`config.mk`:
```
export PLATFORM = sky130hd
export DESIGN_NAME = zero_run_xor_decompressor
export DESIGN_NICKNAME = d
export VERILOG_FILES = /design/src/sv/zrxd_pkg.sv /design/src/sv/zrxd_front.sv /design/src/sv/zrxd_fifo.sv /design/src/sv/zrxd_back.sv /design/src/sv/zero_run_xor_decompressor.sv
export VERILOG_INCLUDE_DIRS = /design/src /design/src/sv
export SDC_FILE = /design/constraint.sdc
export NUM_CORES = 1
export LEC_CHECK = 0
export ABC_AREA = 1
export BUFFER_PORTS_ARGS = -buffer_cell sky130_fd_sc_hd__buf_2
export CAP_MARGIN = 20
export CORE_MARGIN = 2
export CORE_UTILIZATION = 30
export DETAILED_ROUTE_END_ITERATION = 8
export GPL_TIMING_DRIVEN = 0
export PLACE_DENSITY = 0.53
export SLEW_MARGIN = 20
export SYNTH_ARGS = -nofsm -noshare
export SYNTH_HDL_FRONTEND = slang
export SYNTH_SLANG_ARGS = --single-unit
export TNS_END_PERCENT = 100
```
`constraint.sdc`:
```
create_clock -name clk -period 7.75 [get_ports clk]
set_input_delay 0 -clock clk [delete_from_list [all_inputs] [get_ports clk]]
set_output_delay 0 -clock clk [all_outputs]
set_load 0.05 [all_outputs]
```
`src/sv/zero_run_xor_decompressor_assert.svh`:
```
// ----------------------------------------------------------------------------
// zero_run_xor_decompressor_assert.svh
// assertion macros shared by the decompressor modules
// ----------------------------------------------------------------------------
`ifndef ZERO_RUN_XOR_DECOMPRESSOR_ASSERT_SVH
`define ZERO_RUN_XOR_DECOMPRESSOR_ASSERT_SVH

// same-cycle implication
`define ZRXD_ASSERT_IMPLIES(label, clk, rst_n, ante, cons) \
    label: assert property (@(posedge clk) disable iff (!rst_n) (ante) |-> (cons)) \
        else $error("zrxd check failed");

// next-cycle implication
`define ZRXD_ASSERT_NEXT(label, clk, rst_n, ante, cons) \
    label: assert property (@(posedge clk) disable iff (!rst_n) (ante) |=> (cons)) \
        else $error("zrxd check failed");

`endif

```
`src/sv/zrxd_pkg.sv`:
```
// ----------------------------------------------------------------------------
// zrxd_pkg
// shared types and constants of the zero-run / xor-delta decompressor
// ----------------------------------------------------------------------------
`default_nettype none

package zrxd_pkg;

    localparam int HISTORY_DEPTH_DEF = 32;
    localparam int LANE_BYTES_DEF    = 8;

    localparam int OUT_BYTES_W = 64;
    localparam int COUNT_W     = 4;
    localparam int QUEUE_DEPTH = 2;

    localparam logic [4:0] SYM_BITS    = 5'd9;
    localparam logic [4:0] BYTE_BITS   = 5'd8;
    localparam int         LIT_FLAG_BIT = 8;

    typedef enum logic [1:0] {
        CMD_PASS   = 2'd0,
        CMD_LIT    = 2'd1,
        CMD_RUN    = 2'd2,
        CMD_STATUS = 2'd3
    } cmd_kind_t;

    typedef struct packed {
        cmd_kind_t   kind;
        logic [7:0]  value;
        logic        fin;
        logic        aerr;
        logic        clear_hist;
    } cmd_t;

    typedef struct packed {
        logic [OUT_BYTES_W-1:0] out_bytes;
        logic [COUNT_W-1:0]     byte_count;
        logic                   last_of_run;
        logic                   finished;
        logic                   align_error;
    } res_t;

endpackage

`default_nettype wire

```
`src/sv/zrxd_front.sv`:
```
// ----------------------------------------------------------------------------
// zrxd_front
// bit unpacking and symbol classification, one command per request at most
// ----------------------------------------------------------------------------
`default_nettype none

`include "zero_run_xor_decompressor_assert.svh"

module zrxd_front
    import zrxd_pkg::*;
(
    input  wire logic clk,
    input  wire logic rst_n,
    input  wire logic cfg_wr_en,
    input  wire logic cfg_wr_data,
    input  wire logic item_valid,
    output logic      item_ready,
    input  wire logic [7:0] item_byte,
    input  wire logic item_block_end,
    input  wire logic item_download_start,
    input  wire logic queue_full,
    output logic      push,
    output cmd_t      push_cmd
);

    logic       enable_reg;
    logic [7:0] acc_reg, acc_next;
    logic [3:0] cnt_reg, cnt_next;
    logic       ended_reg, ended_next;
    logic       clr_reg, clr_next;

    logic        take;
    logic [15:0] acc_w;
    logic [4:0]  cnt_w;
    logic [4:0]  left;
    logic [8:0]  sym;
    logic        have_sym;
    logic        fin;
    logic        aerr;
    logic        is_lit;
    logic        is_run;

    assign item_ready = !queue_full;
    assign take       = item_valid && item_ready;

    always_comb
    begin
        acc_next   = acc_reg;
        cnt_next   = cnt_reg;
        ended_next = ended_reg;
        clr_next   = clr_reg;
        push       = 1'b0;
        push_cmd   = '{kind: CMD_PASS, value: item_byte, fin: 1'b0, aerr: 1'b0,
                       clear_hist: 1'b0};
        acc_w      = '0;
        cnt_w      = '0;
        left       = '0;
        sym        = '0;
        have_sym   = 1'b0;
        fin        = 1'b0;
        aerr       = 1'b0;
        is_lit     = 1'b0;
        is_run     = 1'b0;
        if (take)
        begin
            if (item_download_start)
            begin
                acc_next   = '0;
                cnt_next   = '0;
                ended_next = 1'b0;
                clr_next   = 1'b1;
            end
            if (!enable_reg)
            begin
                push = 1'b1;
            end
            else if (!ended_next)
            begin
                acc_w = {acc_next, item_byte};
                cnt_w = {1'b0, cnt_next} + BYTE_BITS;
                if (cnt_w >= SYM_BITS)
                begin
                    left     = cnt_w - SYM_BITS;
                    sym      = 9'(acc_w >> left);
                    have_sym = 1'b1;
                end
                else
                begin
                    left = cnt_w;
                end
                fin    = have_sym && (sym == 9'd0);
                is_lit = have_sym && sym[LIT_FLAG_BIT];
                is_run = have_sym && !sym[LIT_FLAG_BIT] && (sym != 9'd0);
                aerr   = item_block_end && (left != 5'd0);
                if (item_block_end || fin)
                begin
                    acc_next = '0;
                    cnt_next = '0;
                end
                else
                begin
                    acc_next = acc_w[7:0];
                    cnt_next = left[3:0];
                end
                if (fin)
                begin
                    ended_next = 1'b1;
                end
                push_cmd.fin   = fin;
                push_cmd.aerr  = aerr;
                push_cmd.value = sym[7:0];
                if (is_lit || is_run)
                begin
                    push                = 1'b1;
                    push_cmd.kind       = is_lit ? CMD_LIT : CMD_RUN;
                    push_cmd.clear_hist = clr_next;
                    clr_next            = 1'b0;
                end
                else if (fin || aerr)
                begin
                    push          = 1'b1;
                    push_cmd.kind = CMD_STATUS;
                end
            end
        end
    end

    always_ff @(posedge clk or negedge rst_n)
    begin
        if (!rst_n)
        begin
            enable_reg <= 1'b1;
            acc_reg    <= '0;
            cnt_reg    <= '0;
            ended_reg  <= 1'b0;
            clr_reg    <= 1'b0;
        end
        else
        begin
            if (cfg_wr_en)
            begin
                enable_reg <= cfg_wr_data;
            end
            acc_reg   <= acc_next;
            cnt_reg   <= cnt_next;
            ended_reg <= ended_next;
            clr_reg   <= clr_next;
        end
    end

    // ended stream swallows requests until a new download
    `ZRXD_ASSERT_IMPLIES(a_ended_silent, clk, rst_n,
        take && enable_reg && ended_reg && !item_download_start, !push)
    `ZRXD_ASSERT_NEXT(a_fin_ends, clk, rst_n, push && push_cmd.fin, ended_reg)
    `ZRXD_ASSERT_IMPLIES(a_cnt_range, clk, rst_n, 1'b1, cnt_reg <= BYTE_BITS[3:0])

endmodule

`default_nettype wire

```
`src/sv/zrxd_fifo.sv`:
```
// ----------------------------------------------------------------------------
// zrxd_fifo
// two-entry command queue between front and back
// ----------------------------------------------------------------------------
`default_nettype none

`include "zero_run_xor_decompressor_assert.svh"

module zrxd_fifo
    import zrxd_pkg::*;
(
    input  wire logic clk,
    input  wire logic rst_n,
    input  wire logic push,
    input  wire cmd_t push_cmd,
    output logic      full,
    input  wire logic pop,
    output cmd_t      head,
    output logic      empty
);

    localparam int PTR_W = $clog2(QUEUE_DEPTH);
    localparam int CNT_W = $clog2(QUEUE_DEPTH + 1);

    cmd_t             mem [QUEUE_DEPTH];
    logic [PTR_W-1:0] wr_ptr_reg;
    logic [PTR_W-1:0] rd_ptr_reg;
    logic [CNT_W-1:0] count_reg;

    assign full  = (count_reg == CNT_W'(QUEUE_DEPTH));
    assign empty = (count_reg == '0);
    assign head  = mem[rd_ptr_reg];

    always_ff @(posedge clk)
    begin
        if (push)
        begin
            mem[wr_ptr_reg] <= push_cmd;
        end
    end

    always_ff @(posedge clk or negedge rst_n)
    begin
        if (!rst_n)
        begin
            wr_ptr_reg <= '0;
            rd_ptr_reg <= '0;
            count_reg  <= '0;
        end
        else
        begin
            if (push)
            begin
                wr_ptr_reg <= (wr_ptr_reg == PTR_W'(QUEUE_DEPTH - 1)) ? '0 : wr_ptr_reg + 1'b1;
            end
            if (pop)
            begin
                rd_ptr_reg <= (rd_ptr_reg == PTR_W'(QUEUE_DEPTH - 1)) ? '0 : rd_ptr_reg + 1'b1;
            end
            if (push && !pop)
            begin
                count_reg <= count_reg + 1'b1;
            end
            else if (pop && !push)
            begin
                count_reg <= count_reg - 1'b1;
            end
        end
    end

    `ZRXD_ASSERT_IMPLIES(a_no_overflow, clk, rst_n, push, !full || pop)
    `ZRXD_ASSERT_IMPLIES(a_no_underflow, clk, rst_n, pop, !empty)
    `ZRXD_ASSERT_IMPLIES(a_full_not_empty, clk, rst_n, full, !empty)

endmodule

`default_nettype wire

```
`src/sv/zrxd_back.sv`:
```
// ----------------------------------------------------------------------------
// zrxd_back
// run expansion, xor delta against the history line and lane packing
// ----------------------------------------------------------------------------
`default_nettype none

`include "zero_run_xor_decompressor_assert.svh"

module zrxd_back
    import zrxd_pkg::*;
#(
    parameter int HISTORY_DEPTH = HISTORY_DEPTH_DEF,
    parameter int LANE_BYTES    = LANE_BYTES_DEF
)
(
    input  wire logic clk,
    input  wire logic rst_n,
    input  wire logic queue_empty,
    input  wire cmd_t head,
    output logic      pop,
    output logic      res_valid,
    input  wire logic res_ready,
    output res_t      res
);

    localparam int FILL_W = (LANE_BYTES > 1) ? $clog2(LANE_BYTES) : 1;

    typedef enum logic [1:0] {
        ST_IDLE = 2'b01,
        ST_RUN  = 2'b10
    } state_t;

    typedef logic [LANE_BYTES-1:0][7:0] lane_t;

    state_t                         state_reg, state_next;
    logic [7:0]                     rem_reg, rem_next;
    logic [7:0]                     data_reg, data_next;
    logic                           fin_reg, fin_next;
    logic                           aerr_reg, aerr_next;
    logic [FILL_W-1:0]              fill_reg, fill_next;
    lane_t                          lane_reg, lane_next;
    logic [HISTORY_DEPTH-1:0][7:0]  hist_reg;
    logic                           out_valid_reg;
    res_t                           out_reg;

    logic   out_free;
    logic   emit;
    res_t   emit_res;
    logic   hist_shift;
    logic   hist_clear;
    logic [7:0] byte_v;
    lane_t  lane_w;
    logic   lane_done;
    logic   run_last;

    assign out_free  = !out_valid_reg || res_ready;
    assign res_valid = out_valid_reg;
    assign res       = out_reg;
    assign byte_v    = data_reg ^ hist_reg[HISTORY_DEPTH-1];
    assign lane_done = (fill_reg == FILL_W'(LANE_BYTES - 1));
    assign run_last  = (rem_reg == 8'd1);

    always_comb
    begin
        state_next = state_reg;
        rem_next   = rem_reg;
        data_next  = data_reg;
        fin_next   = fin_reg;
        aerr_next  = aerr_reg;
        fill_next  = fill_reg;
        lane_next  = lane_reg;
        pop        = 1'b0;
        emit       = 1'b0;
        emit_res   = '0;
        hist_shift = 1'b0;
        hist_clear = 1'b0;
        lane_w     = lane_reg;
        lane_w[fill_reg] = byte_v;
        case (state_reg)
            ST_IDLE:
            begin
                if (!queue_empty)
                begin
                    case (head.kind)
                        CMD_PASS:
                        begin
                            if (out_free)
                            begin
                                pop                  = 1'b1;
                                emit                 = 1'b1;
                                emit_res.out_bytes   = OUT_BYTES_W'(head.value);
                                emit_res.byte_count  = COUNT_W'(1);
                                emit_res.last_of_run = 1'b1;
                            end
                        end
                        CMD_STATUS:
                        begin
                            if (out_free)
                            begin
                                pop                  = 1'b1;
                                emit                 = 1'b1;
                                emit_res.last_of_run = 1'b1;
                                emit_res.finished    = head.fin;
                                emit_res.align_error = head.aerr;
                            end
                        end
                        CMD_LIT, CMD_RUN:
                        begin
                            pop        = 1'b1;
                            hist_clear = head.clear_hist;
                            data_next  = (head.kind == CMD_LIT) ? head.value : 8'd0;
                            rem_next   = (head.kind == CMD_LIT) ? 8'd1 : head.value;
                            fin_next   = head.fin;
                            aerr_next  = head.aerr;
                            state_next = ST_RUN;
                        end
                        default:
                        begin
                            pop = 1'b1;
                        end
                    endcase
                end
            end
            ST_RUN:
            begin
                if (!(lane_done || run_last) || out_free)
                begin
                    hist_shift = 1'b1;
                    rem_next   = rem_reg - 8'd1;
                    if (lane_done || run_last)
                    begin
                        emit                 = 1'b1;
                        emit_res.out_bytes   = OUT_BYTES_W'(lane_w);
                        emit_res.byte_count  = COUNT_W'(fill_reg) + COUNT_W'(1);
                        emit_res.last_of_run = run_last;
                        emit_res.finished    = run_last && fin_reg;
                        emit_res.align_error = run_last && aerr_reg;
                        lane_next            = '0;
                        fill_next            = '0;
                    end
                    else
                    begin
                        lane_next = lane_w;
                        fill_next = fill_reg + 1'b1;
                    end
                    if (run_last)
                    begin
                        state_next = ST_IDLE;
                    end
                end
            end
            default:
            begin
                state_next = ST_IDLE;
            end
        endcase
    end

    always_ff @(posedge clk or negedge rst_n)
    begin
        if (!rst_n)
        begin
            hist_reg <= '0;
        end
        else if (hist_clear)
        begin
            hist_reg <= '0;
        end
        else if (hist_shift)
        begin
            for (int i = HISTORY_DEPTH - 1; i > 0; i--)
            begin
                hist_reg[i] <= hist_reg[i-1];
            end
            hist_reg[0] <= byte_v;
        end
    end

    always_ff @(posedge clk or negedge rst_n)
    begin
        if (!rst_n)
        begin
            state_reg     <= ST_IDLE;
            rem_reg       <= '0;
            fill_reg      <= '0;
            lane_reg      <= '0;
            out_valid_reg <= 1'b0;
        end
        else
        begin
            state_reg <= state_next;
            rem_reg   <= rem_next;
            fill_reg  <= fill_next;
            lane_reg  <= lane_next;
            if (emit)
            begin
                out_valid_reg <= 1'b1;
            end
            else if (res_ready)
            begin
                out_valid_reg <= 1'b0;
            end
        end
    end

    always_ff @(posedge clk)
    begin
        data_reg <= data_next;
        fin_reg  <= fin_next;
        aerr_reg <= aerr_next;
        if (emit)
        begin
            out_reg <= emit_res;
        end
    end

    // status-only results always close a request
    `ZRXD_ASSERT_IMPLIES(a_status_last, clk, rst_n,
        out_valid_reg && (out_reg.byte_count == '0),
        out_reg.last_of_run && (out_reg.finished || out_reg.align_error))
    `ZRXD_ASSERT_IMPLIES(a_flags_last, clk, rst_n,
        out_valid_reg && (out_reg.finished || out_reg.align_error), out_reg.last_of_run)
    `ZRXD_ASSERT_IMPLIES(a_run_nonzero, clk, rst_n, state_reg == ST_RUN, rem_reg != 8'd0)

endmodule

`default_nettype wire

```
`src/sv/zero_run_xor_decompressor.sv`:
```
// ----------------------------------------------------------------------------
// zero_run_xor_decompressor
// unpacks 9-bit zero-run symbols, applies the xor delta and packs bytes
// ----------------------------------------------------------------------------
// usage:
//   s_axis carries one compressed byte per request, tlast marks a block end,
//   tuser marks the first byte of a download and resets the front's state.
//   m_axis carries results of up to LANE_BYTES bytes; tlast marks the final
//   result of a request, tuser flags end of stream and block misalignment.
//   cfg_wr_en/cfg_wr_data write the decompress enable (reset 1); write it
//   only while the block is idle. with it cleared, bytes pass through 1:1.
// path: a pass-through or status result passes the command queue and output
//   register, a literal also the run state. a run of n zero bytes is expanded
//   at one byte per cycle through the history line while m_axis takes results,
//   giving ceil(n/LANE_BYTES) results. the front takes one byte per cycle
//   while the 2-entry command queue has room; long runs hold s_axis_tready low.
// reset: async, clears history, bit buffer, queue and output valid flag.
// a stalled m_axis holds its result; the back stops at the next full lane or
//   run end, and the queue then fills and back-pressures the input.
// ----------------------------------------------------------------------------
`default_nettype none

module zero_run_xor_decompressor
    import zrxd_pkg::*;
#(
    parameter int HISTORY_DEPTH = HISTORY_DEPTH_DEF,
    parameter int LANE_BYTES    = LANE_BYTES_DEF
)
(
    input  wire logic        clk,
    input  wire logic        rst_n,
    input  wire logic        cfg_wr_en,
    input  wire logic        cfg_wr_data,
    input  wire logic        s_axis_tvalid,
    output logic             s_axis_tready,
    input  wire logic [7:0]  s_axis_tdata,   // in_byte
    input  wire logic        s_axis_tlast,
    input  wire logic        s_axis_tuser,   // download_start
    output logic             m_axis_tvalid,
    input  wire logic        m_axis_tready,
    output logic [71:0]      m_axis_tdata,   // out_bytes, byte_count, zero pad
    output logic             m_axis_tlast,
    output logic [1:0]       m_axis_tuser    // finished, align_error
);

    logic push;
    cmd_t push_cmd;
    logic full;
    logic pop;
    cmd_t head;
    logic empty;
    res_t res;

    zrxd_front u_front (
        .clk                 (clk),
        .rst_n               (rst_n),
        .cfg_wr_en           (cfg_wr_en),
        .cfg_wr_data         (cfg_wr_data),
        .item_valid          (s_axis_tvalid),
        .item_ready          (s_axis_tready),
        .item_byte           (s_axis_tdata),
        .item_block_end      (s_axis_tlast),
        .item_download_start (s_axis_tuser),
        .queue_full          (full),
        .push                (push),
        .push_cmd            (push_cmd)
    );

    zrxd_fifo u_fifo (
        .clk      (clk),
        .rst_n    (rst_n),
        .push     (push),
        .push_cmd (push_cmd),
        .full     (full),
        .pop      (pop),
        .head     (head),
        .empty    (empty)
    );

    zrxd_back #(
        .HISTORY_DEPTH (HISTORY_DEPTH),
        .LANE_BYTES    (LANE_BYTES)
    ) u_back (
        .clk         (clk),
        .rst_n       (rst_n),
        .queue_empty (empty),
        .head        (head),
        .pop         (pop),
        .res_valid   (m_axis_tvalid),
        .res_ready   (m_axis_tready),
        .res         (res)
    );

    assign m_axis_tdata = {4'b0000, res.byte_count, res.out_bytes};
    assign m_axis_tlast = res.last_of_run;
    assign m_axis_tuser = {res.align_error, res.finished};

endmodule

`default_nettype wire
```
---- Word level (Yosys, flattened, before mapping) ----
Memory sizes are Yosys's and may differ from the RTL's.
Cells that the tools add are included.
word-level totals
  RAM bits ................................ 26
  flip-flop bits (word level) ............. 434
  memory bits (read-only) ................. 0
  latch bits .............................. 0
  bits of input ports ..................... 16
  memories kept ........................... 1
memories
  name        depth  bits a word  read ports  clocked after Yosys merged registers in  write ports  RTL line         text
  u_fifo.mem  2      13           1           0                                        1            zrxd_fifo.sv:25  cmd_t mem [QUEUE_DEPTH];
cells by class
  $add $sub $neg .......................... 9
  shifts and indexed selects .............. 1
  mux-type cells .......................... 91
  divide/modulo/power cells ............... 0
  $mul .................................... 0
  bitwise operators ....................... 2
  magnitude comparators ................... 3
  reduce and logical (&&, ||, !) cells .... 38
  equal/unequal tests ..................... 12
operator list
  operator               number
  $mux W256              2
  $mux W71               3
  $pmux W71 S2           1
  $mux W8                10
  $bwmux W64             1
  $mux W64               1
  $mux W13               4
  $mux W1                37
  $mux W9                4
  $demux W8 S3           1
  $mux W2                10
  $mux W4                5
  $mux W5                4
  $pmux W8 S2            1
  $shr A16 B5 Y9         1
  $mux W12               1
  $logic_and A1 B1 Y1    11
  $logic_not A9 Y1       1
  $reduce_bool A9 Y1     1
  $eq A2 B2 Y1 const B   4
  $eq A8 B1 Y1 const B   1
  $reduce_and A4 Y1      2
  $reduce_bool A2 Y1     4
  $sub A8 B1 Y8 const B  1
  26 further kinds       45

---- Logic depth before layout (Yosys ltp) ----
Gate-level depths: netlist of the first run.
  depth after elaboration ................. 23
  mapped depth ............................ 20

---- Cells and area by module ----
Synthesis of the first run repeated with hierarchy kept, for this count alone.
unflattened totals
  cell total of the unflattened synthesis .. 2128
  area, all modules ....................... 21245.4 um^2
modules (own cells, without submodules)
  module                     area each (um^2)  instances  cells an instance  sequential area each (um^2)
  zrxd_back                  18178.7           1          1720               10791.6
  zrxd_front                 1888.1            1          338                376.6
  zrxd_fifo                  1144.8            1          65                 880.8
  zero_run_xor_decompressor  33.8              1          5                  0.0

---- Least setup slack after synthesis of the first run ----
Ideal clock, no wire load.
  path kind ............................... reg-to-reg
  start point ............................. reg u_back.state_reg[0]
  end point ............................... reg u_back.out_reg (netlist bit u_back.res[0]) (enable)
  path slack .............................. 3.928 ns
  cell stages (with the launch flop) ...... 11
  clock period less this slack ............ 3.822 ns
  buffers on the path ..................... 2
  arrival time ............................ 3.088 ns
  data required time ...................... 7.016 ns
  setup time .............................. 0.734 ns
  path through ............................ dfstp_2 > inv_1 > ha_1 > clkinv_1 > nor2_1 > inv_1 > nor2_1 > nand2_1 > clkbuf_1 > buf_1 > nand2_1
between the ends
  longest elaborated chain between the ends .. 2
  elaborated cells on any way between the ends .. 3
  those cells by class .................... eq/ne (2); mux (1)
ends and longest elaborated chain
  item                                          RTL line          text
  start, declared                               zrxd_back.sv:35   state_t state_reg, state_next;
  start signal, assigned                        zrxd_back.sv:191  state_reg <= state_next;
  $eq A2 B2 Y1 or $eq A2 B1 Y1 (tied branches)  zrxd_back.sv:79   case (state_reg)
  $pmux W1 S2 (*)                               zrxd_back.sv:79
  named net u_back.emit                         zrxd_back.sv:47   logic emit;
  end signal, assigned                          zrxd_back.sv:213  out_reg <= emit_res;
  end, declared                                 zrxd_back.sv:44   res_t out_reg;
Mark *: on every way through the listed nets, which the timed path passes. The rest lies on a longest branch.
A chain may end at the register's enable or synchronous reset.

---- Final worst setup path of the first run ----
  start point ............................. reg u_fifo.rd_ptr_reg
  end point ............................... reg u_back.hist_reg[97] (netlist name)
between the ends
  longest elaborated chain between the ends .. 7
  elaborated cells on any way between the ends .. 9
  those cells by class .................... eq/ne (2); mux (4); reduce/logical (2); memory (1)
ends and longest elaborated chain
  item                                             RTL line          text
  start, declared                                  zrxd_fifo.sv:27   logic [PTR_W-1:0] rd_ptr_reg;
  start signal, assigned                           zrxd_fifo.sv:58   rd_ptr_reg <= (rd_ptr_reg == PTR_W'(QUEUE_DEPTH - 1)) ? '0 : rd_ptr_reg + 1'b1;
  $mem_v2 Z2 W13 (*)                               --
  $eq A2 B2 Y1 or $eq A2 B1 Y1 (tied branches)     zrxd_back.sv:84   case (head.kind)
  $reduce_or A2 Y1                                 zrxd_back.sv:84
  $mux W1 (*)                                      zrxd_back.sv:84
  $mux W1 (*)                                      zrxd_back.sv:82   if (!queue_empty)
  $mux W1 (*)                                      zrxd_back.sv:79
  $mux W256 or $reduce_bool A2 Y1 (tied branches)  --
  end signal, assigned by index                    zrxd_back.sv:173  hist_reg[i] <= hist_reg[i-1];
  end, declared                                    zrxd_back.sv:42   logic [HISTORY_DEPTH-1:0][7:0] hist_reg;
Every way passes the cells marked *; elsewhere a longest branch is shown, timed or not.

==> run summary, run 1 <==
Slew margin rel. -> 0.5090
DRC Markers -> 0
Die Y -> 261.7 µm
Area of the multi-input gates -> 6341 µm²
Final WL -> 52.65 mm
Post-CTS setup buffer count -> 0
Final core occ -> 0.3587
Via count -> 15,676
Minimum clock period -> 4.286 ns
Static Leak -> 0.01032 µW
Kind of critical path -> flop to flop
Max-slew violation count -> 0
Share of the synthesized area in the top cell type -> 0.4407
Synth Warn # -> 0
DR iter-0 viols -> 1,237
Router iterations before antenna repair -> 5
Skew-Pair Late Insertion Delay -> 0.59 ns
Remaining Overflow, GRT -> 0
GRT Overall Usage -> 0.1545
First-pass GRT wire length -> 85.10 mm
CTS tree -> yes
# diodes -> 0
Starting density of the core -> 0.3031
IO Pins -> 93
Crit-path max FO -> 14
CP required -> 8.19 ns
Via density -> 4.944
Final hold violations -> 0
DRT antenna net count -> 0
Fin crit share -> 0.5531
Routed WL per cell -> 16.60 µm
Commonest non-fill, non-tap cell in the layout -> dfrtp_1
R2R Path Start -> u_fifo.rd_ptr_reg
Synth cell types -> 40
Layout Nets -> 2,295
CTS root buf -> clkbuf_16
Sequential-to-total area share from yosys stat -> 0.6046
Max-cap violations -> 0
Hold Crit Class -> input port to asynchronous set/reset pin
Mean Syn Cell Area -> 9.481 µm²
Horiz. Die Dim -> 261.7 µm
Cell count after synthesis -> 2,102
Worst setup EP type -> flop
Seq cells post-synth -> 460
Clock Pin Slew Worst Setup and Hold Paths -> 0.06 ns
Max VDD drop -> 0.2545 mV
Area grow syn2layout -> 18.33%
WP data arrival -> 4.73 ns
RSZ-0062 raised after global routing -> no
IO Port Bufs -> 88
Crit path launch type -> flop
PD cells -> 459.7 nW/µm²
Vias in the first global route -> 15,684
Maximum root-to-sink buffer count -> 3
Die area -> 68,510 µm²
Sequential cell area -> 12,050 µm²
R2R Setup Slk -> 3.46 ns
Mapped Area -> 19,930 µm²
CORE AREA -> 65,750 µm²
# setup viols final -> 0
Cell taking the most area after synthesis -> dfrtp_1
Max reg flops -> 256
Dpl ws -> 3.034 ns
Layout cells sized above 1 -> 0.1019
Row cnt -> 94
Post-CTS Resized -> 0
DPL Wire Length -> 36.38 mm
Routability cong. -> 0.8856
Num CTS Buffers -> 50
# clock sinks -> 460
Antenna violations before repair -> 0
Fmax -> 233.3 MHz
Commonest non-fill, non-tap cells in the layout -> 351 x dfrtp_1, 291 x nand3_1, 266 x nand2_1, 244 x inv_1, 227 x o21ai_0
Largest net degree at the start of global routing -> 68
Worst-Margin Slew -> 0.7271 ns
Final setup margin -> 3.464 ns
CTS H-tree lvls -> 2
Outcome -> completed
Top post-synthesis cells by area -> dfrtp_1 44%, edfxtp_1 16%, nand3_1 7.3%
Post-Route Skew -> 0.02234 ns
Filler cells -> 6,635
Critical path startpoint -> u_fifo.rd_ptr_reg
-- synthesized netlist by cell type --
library cell,n
buf_1,2
a31oi_1,1
o21ai_0,227
buf_2,24
dfstp_2,2
o22ai_1,77
ha_1,11
or2_2,2
clkinv_1,3
inv_1,244
nand3_2,3
xnor2_1,10
buf_4,6
edfxtp_1,107
nand2_1,267
buf_6,2
nor2_2,2
a21boi_0,1
o221ai_1,1
nor2_1,164
nand3_1,291
a21oi_1,30
o21a_1,1
nand3b_1,3
o41ai_1,1
clkbuf_1,111
o31ai_1,74
dfrtp_1,351
conb_1,1
nand4_1,2
a211oi_1,49
o21ai_1,5
nor2_4,1
xor2_1,2
nand2_2,6
mux2i_1,7
inv_2,7
a22oi_1,1
o32ai_1,2
nor3_1,1
-- cell type report --
cell class / instances / area share
clock inverters: 14 / 0.006367
clock buffers: 77 / 0.06749
well taps: 864 / 0.04584
multi-input cells: 1246 / 0.2689
repair buffers: 111 / 0.03406
inverters: 254 / 0.04043
flip-flops and latches: 460 / 0.5110
plain buffers: 145 / 0.02595
-- cell families after synthesis --
family,after synthesis,share of synthesized area
AND/OR/NAND/NOR,742,0.1615
AO/OA/AOI/OAI,470,0.1395
flip-flops,460,0.6046
buffers and inverters,399,0.07854
XOR/XNOR,12,0.005274
adder cells (fa/ha/maj),11,0.006906
multiplexers,7,0.003516
other,1,0.0001882
-- per-layer routing --
| layer | GRT usage | part of all wire | up-vias |
|---|---|---|---|
| li1 | - | - | 7455 |
| met1 | 0.2185 | 0.47 | 7806 |
| met2 | 0.2457 | 0.47 | 342 |
| met3 | 0.02344 | 0.045 | 73 |
| met4 | 0.04435 | 0.019 | 0 |
| met5 | 0 | 0 | - |
-- critical path: stages (launching register included) --
cell and delay (ns):
dfrtp_1 0.32, clkbuf_1 0.24, clkbuf_1 0.48, o21ai_0 0.32, ha_1 0.35, inv_1 0.06
nor2_2 0.56, nand2_1 0.37, clkinv_1 0.26, clkbuf_1 0.54, clkbuf_1 0.47, o31ai_1 0.15
-- where the power goes --
part           switching (µW)  internal (µW)  leakage [µW]
clock                     980           1510      0.000863
combinational            3250           1180       0.00376
sequential                408           3520       0.00569
total                    4640           6200        0.0103
-- metrics by stage --
step / area (µm²) / hold slack, ns / instances / TNS, ns / power, µW
after floorplan: 19940 / -0.2956 / 2105 / 0 / 6931
after global placement: 21460 / 0.2218 / 3057 / -75.08 / 8245
after detailed placement: 21650 / -0.06604 / 3063 / 0 / 8363
after CTS: 23580 / 0.003271 / 3171 / 0 / 10910
after global routing: 23580 / 0.04076 / 3171 / 0 / 11610
final: 23580 / 0.004432 / 3171 / 0 / 10840
-- final timing paths --
| kind | end | cells past startpoint |
|---|---|---|
| worst max register to register | u_back.hist_reg[97] | 11 |
| worst min register to register | u_back.hist_reg[60] | 2 |
| min in group clk | u_front.enable_reg | 4 |
| worst min-delay path | u_back.hist_reg[85] | 3 |
| max in group asynchronous | u_back.lane_reg[42] | 5 |
| worst max-delay path | u_back.hist_reg[97] | 11 |
-- repair_timing --
action | CTS | global route
endpoints found under the setup margin | 0 | 0
hold endpoints to repair | 199 | 0
hold buffers | 17 | 0
No activity file was read; power rests on OpenSTA's default activity.
==> inputs of run 2 (changes only) <==
==> constraint.sdc (replaced) <==
create_clock -name clk -period 4 [get_ports clk]
set_input_delay 0 -clock clk [delete_from_list [all_inputs] [get_ports clk]]
set_output_delay 0 -clock clk [all_outputs]
set_load 0.05 [all_outputs]
==> run summary, run 2 (synthesized netlist as in run 1, its figures left out) <==
Outcome -> completed
WP data arrival -> 4.19 ns
Post-CTS setup buffer count -> 0
Crit Reg-Reg Endpoint -> u_fifo.count_reg[1]
Worst-Margin Slew -> 0.7353 ns
Maximum root-to-sink buffer count -> 3
IO Pins -> 93
DP Cell Count -> 3,063
Max VDD drop -> 0.4880 mV
Row cnt -> 94
Routed WL per cell -> 16.59 µm
Layout cells sized above 1 -> 0.1032
Vias in the first global route -> 15,692
CTS tree -> yes
CP max stage cell -> o41ai_1
Clock Pin Slew Worst Setup and Hold Paths -> 0.06 ns
RSZ-0062 raised after global routing -> no
Crit-path max cell delay -> 0.67 ns
# clock sinks -> 460
Max reg flops -> 256
Finished Layout Cells -> 3,171
Fin crit share -> 0.9279
Minimum clock period -> 3.712 ns
Max-slew violation count -> 0
Static Leak -> 0.01033 µW
Hold Crit Class -> input port to asynchronous set/reset pin
DRT antenna net count -> 0
Via density -> 4.927
Max-cap violations -> 0
CORE AREA -> 65,750 µm²
R2R Setup Slk -> 0.29 ns
Crit-path max FO -> 10
DRC Markers -> 0
IO Port Bufs -> 88
Largest net degree at the start of global routing -> 68
Horiz. Die Dim -> 261.7 µm
Skew-Pair Late Insertion Delay -> 0.60 ns
Post-Route Skew -> 0.02206 ns
Critical path startpoint -> u_front.cnt_reg[0]
Kind of critical path -> flop to flop
Slew margin rel. -> 0.5098
First-pass GRT wire length -> 85.12 mm
Commonest non-fill, non-tap cell in the layout -> dfrtp_1
Layout Nets -> 2,295
Die area -> 68,510 µm²
CP Cell Sequence -> buf_2 > nand2_2 > buf_2 > ha_1 > nand3_1 > nand2_2 > inv_2 > buf_2 > o41ai_1 > nand2_1 > nand2_1 > a21oi_1 > ha_1 > a21oi_1 > o21ai_0 > xnor2_1
R2r worst-path depth -> 16
DR iter-0 viols -> 1,189
# diodes -> 0
R2R Path Start -> u_front.cnt_reg[0]
Via count -> 15,622
Num CTS Buffers -> 50
CTS H-tree lvls -> 2
Fmax -> 269.4 MHz
PD cells -> 890.3 nW/µm²
Routability cong. -> 0.8856
WHS -> 0.005116 ns
Crit path launch type -> flop
Final WL -> 52.62 mm
Die Y -> 261.7 µm
Router iterations before antenna repair -> 5
GRT Overall Usage -> 0.1545
Worst setup EP type -> flop
Commonest non-fill, non-tap cells in the layout -> 351 x dfrtp_1, 291 x nand3_1, 265 x nand2_1, 244 x inv_1, 227 x o21ai_0
Remaining Overflow, GRT -> 0
DPL Wire Length -> 36.38 mm
Final hold violations -> 0
Starting density of the core -> 0.3031
CP required -> 4.48 ns
CP dominant cell by count -> buf_2
Antenna violations before repair -> 0
CTS root buf -> clkbuf_16
Area grow syn2layout -> 18.38%
# setup viols final -> 0
[run 2: power by group]
part / total (µW) / switching, µW / internal (µW)
clock: 4830 / 1900 / 2920
combinational: 8570 / 6290 / 2280
sequential: 7600 / 788 / 6820
total: 21000 / 8980 / 12000
[run 2: critical path, delay by kind of cell, from the launching register on]
family,cells,cell delay [ns]
compound gates,4,1.00
buf+inv,4,0.79
simple gates,5,0.67
fa+ha+maj,2,0.57
flops,1,0.42
xor+xnor,1,0.14
[run 2: routing by layer]
metal  routed length, µm  vias to the layer above  GRT usage
met2               24460                      355     0.2459
met4                1023                        0    0.04435
met3                2473                       76    0.02344
met1               24670                     7734     0.2185
met5                   0                        -          0
li1                    -                     7457          -
[run 2: repair_timing]
| item | CTS | global route |
|---|---|---|
| setup endpoints to repair | 245 | 13 |
| hold endpoints to repair | 199 | 0 |
| pin swaps | 0 | 0 |
| gates resized for setup | 4 | 1 |
| hold buffers | 17 | 0 |
[run 2: per-stage QoR]
step           TNS [ns]    util  cell area, µm²  setup slack [ns]  power (µW)
3_3_place_gp   -1556.75  0.3264           21460            -4.007       15970
6_report              0  0.3588           23590            0.2883       21000
4_1_cts               0  0.3588           23590            0.2205       21160
2_1_floorplan         0       -           19940            0.1784       13430
3_5_place_dp     -98.59  0.3293           21650           -0.7161       16200
5_1_grt               0  0.3588           23590           0.01491       22520
[run 2: cell type report]
cell class | count | area (µm²)
multi-input cells | 1246 | 6349
repair buffers | 111 | 803.3
plain buffers | 145 | 614.3
inverters | 254 | 953.4
clock buffers | 77 | 1592
fillers | 6634 | 42150
well taps | 864 | 1081
flip-flops and latches | 460 | 12050
clock inverters | 14 | 150.1
[run 2: worst max path at each step]
stage / to / slack, ns / cells after the start
floorplan: u_back.res[0] / 0.18 / 10
global placement: u_back.lane_reg[12] / -4.01 / 1
detailed placement: u_back.hist_reg[244] / -0.72 / 11
CTS: u_back.hist_reg[244] / 0.22 / 11
global route: u_fifo.count_reg[1] / 0.01 / 16
finish: u_fifo.count_reg[1] / 0.29 / 16
==> inputs of run 3 (changes only) <==
--- a/config.mk
+++ b/config.mk
@@ -12,7 +12,7 @@
 export CORE_MARGIN = 2
 export CORE_UTILIZATION = 30
 export DETAILED_ROUTE_END_ITERATION = 8
-export GPL_TIMING_DRIVEN = 0
+export GPL_TIMING_DRIVEN = 1
 export PLACE_DENSITY = 0.53
 export SLEW_MARGIN = 20
 export SYNTH_ARGS = -nofsm -noshare
==> run summary, run 3 (synthesized netlist as in run 1, its figures left out) <==
Vias in the first global route -> 14,945
Layout cells sized above 1 -> 0.1022
Max reg flops -> 256
WP data arrival -> 4.05 ns
Die area -> 68,510 µm²
Minimum clock period -> 3.592 ns
CTS tree -> yes
Routed WL per cell -> 15.88 µm
Crit-path max FO -> 26
DP Cell Count -> 2,936
Routability cong. -> 0.8272
R2R Setup Slk -> 0.51 ns
M1 wire length -> 22.86 mm
Static Leak -> 0.01009 µW
Fmax -> 278.4 MHz
Commonest non-fill, non-tap cells in the layout -> 350 x dfrtp_1, 291 x nand3_1, 261 x nand2_1, 244 x inv_1, 227 x o21ai_0
Max Used Layer -> met4
IO Port Bufs -> 88
Final hold violations -> 0
Die Y -> 261.7 µm
R2R Path Start -> u_front.cnt_reg[0]
PD cells -> 881.5 nW/µm²
Max-slew violation count -> 0
# clock sinks -> 460
Filler cells -> 6,577
GRT Overall Usage -> 0.1425
Starting density of the core -> 0.3031
Clock Pin Slew Worst Setup and Hold Paths -> 0.06 ns
DRC Markers -> 0
R2r worst-path depth -> 17
Router iterations before antenna repair -> 7
Worst setup EP type -> flop
Skew-Pair Late Insertion Delay -> 0.60 ns
DR iter-0 viols -> 1,239
Largest net degree at the start of global routing -> 174
Kind of critical path -> input port to flop
Slew margin rel. -> 0.3791
Maximum root-to-sink buffer count -> 3
Area grow syn2layout -> 15.56%
RSZ-0062 raised after global routing -> no
Via density -> 4.914
Finished Layout Cells -> 3,046
DPL Wire Length -> 28.78 mm
Commonest non-fill, non-tap cell in the layout -> dfrtp_1
Post-CTS setup buffer count -> 0
Setup tns final -> 0 ns
Num CTS Buffers -> 50
Final WL -> 48.37 mm
Horiz. Die Dim -> 261.7 µm
Max VDD drop -> 0.4586 mV
Antenna violations before repair -> 1
IO Pins -> 93
# setup viols final -> 0
WL met3 -> 1.900 mm
Post-Route Skew -> 0.02748 ns
Outcome -> completed
WL met2 -> 22.37 mm
Max-cap violations -> 0
CTS root buf -> clkbuf_16
Crit path launch type -> input port
# diodes -> 0
Fin crit share -> 0.8979
First-pass GRT wire length -> 79.96 mm
CTS H-tree lvls -> 2
Row cnt -> 94
DRT antenna net count -> 0
CP required -> 4.46 ns
Hold Crit Class -> input port to asynchronous set/reset pin
Crit Reg-Reg Endpoint -> u_front.acc_reg[7]
CORE AREA -> 65,750 µm²
Worst-Margin Slew -> 0.9313 ns
Layout Nets -> 2,168
Remaining Overflow, GRT -> 0
Via count -> 14,969
## run 3: routing by layer
| metal | vias up | GRT usage |
|---|---|---|
| met5 | - | 0 |
| met4 | 0 | 0.04672 |
| met3 | 85 | 0.02054 |
| met2 | 271 | 0.2241 |
| met1 | 7410 | 0.2020 |
| li1 | 7203 | - |
## run 3: layout make-up
class                   instances  area, µm²  share of cell area
repair buffers                129      925.9             0.04020
clock inverters                17      167.7            0.007280
multi-input cells            1246       6366              0.2764
inverters                     254      959.7             0.04167
well taps                     864       1081             0.04694
flip-flops and latches        460      12050              0.5232
clock buffers                  76       1480             0.06427
## run 3: critical path, stage by stage
cell,delay (ns)
dlygate4sd3_1,0.52
buf_2,0.20
clkinv_2,0.36
nand2_4,0.31
ha_1,0.24
nand3_1,0.12
nand2_2,0.31
inv_2,0.21
nand2_1,0.11
nand3_1,0.11
nand3_1,0.14
nand2_1,0.07
nor2_2,0.15
nand3_2,0.29
nand3_1,0.16
nand2_1,0.06
nand2_1,0.07
nand2_1,0.04
dlygate4sd3_1,0.55
## run 3: worst max-delay path by stage
stage	startpoint	end	slack, ns
2_1_floorplan	u_back.state_reg[0]	u_back.res[0]	0.18
3_3_place_gp	u_front.cnt_reg[0]	u_fifo.count_reg[1]	0.54
3_5_place_dp	u_front.cnt_reg[0]	u_fifo.mem[1][5]	0.43
4_1_cts	u_front.cnt_reg[0]	u_front.acc_reg[7]	0.30
5_1_grt	s_axis_tuser	u_front.acc_reg[7]	0.02
6_report	s_axis_tuser	u_front.acc_reg[7]	0.41
## run 3: per-stage QoR
| stage | util | hold WS [ns] | worst slack, ns | area, µm² | power (µW) |
|---|---|---|---|---|---|
| CTS | 0.3501 | 0.1232 | 0.3030 | 23020 | 20520 |
| floorplan | - | -0.2956 | 0.1784 | 19940 | 13430 |
| finish | 0.3503 | 0.08097 | 0.4085 | 23030 | 20300 |
| global placement | 0.3225 | 0.1479 | 0.5434 | 21200 | 15600 |
| global route | 0.3503 | 0.1787 | 0.01897 | 23030 | 21850 |
| detailed placement | 0.3225 | 0.1629 | 0.4252 | 21200 | 15780 |
## run 3: timing repair
action,in CTS,in global routing
gates resized for setup,0,3
endpoints found under the setup margin,0,1
hold buffers,17,0
hold endpoints to repair,141,0
## run 3: where the power goes
part,switching (µW),total (µW),internal [µW]
sequential,797,7620,6820
combinational,5910,8080,2170
clock,1910,4600,2690
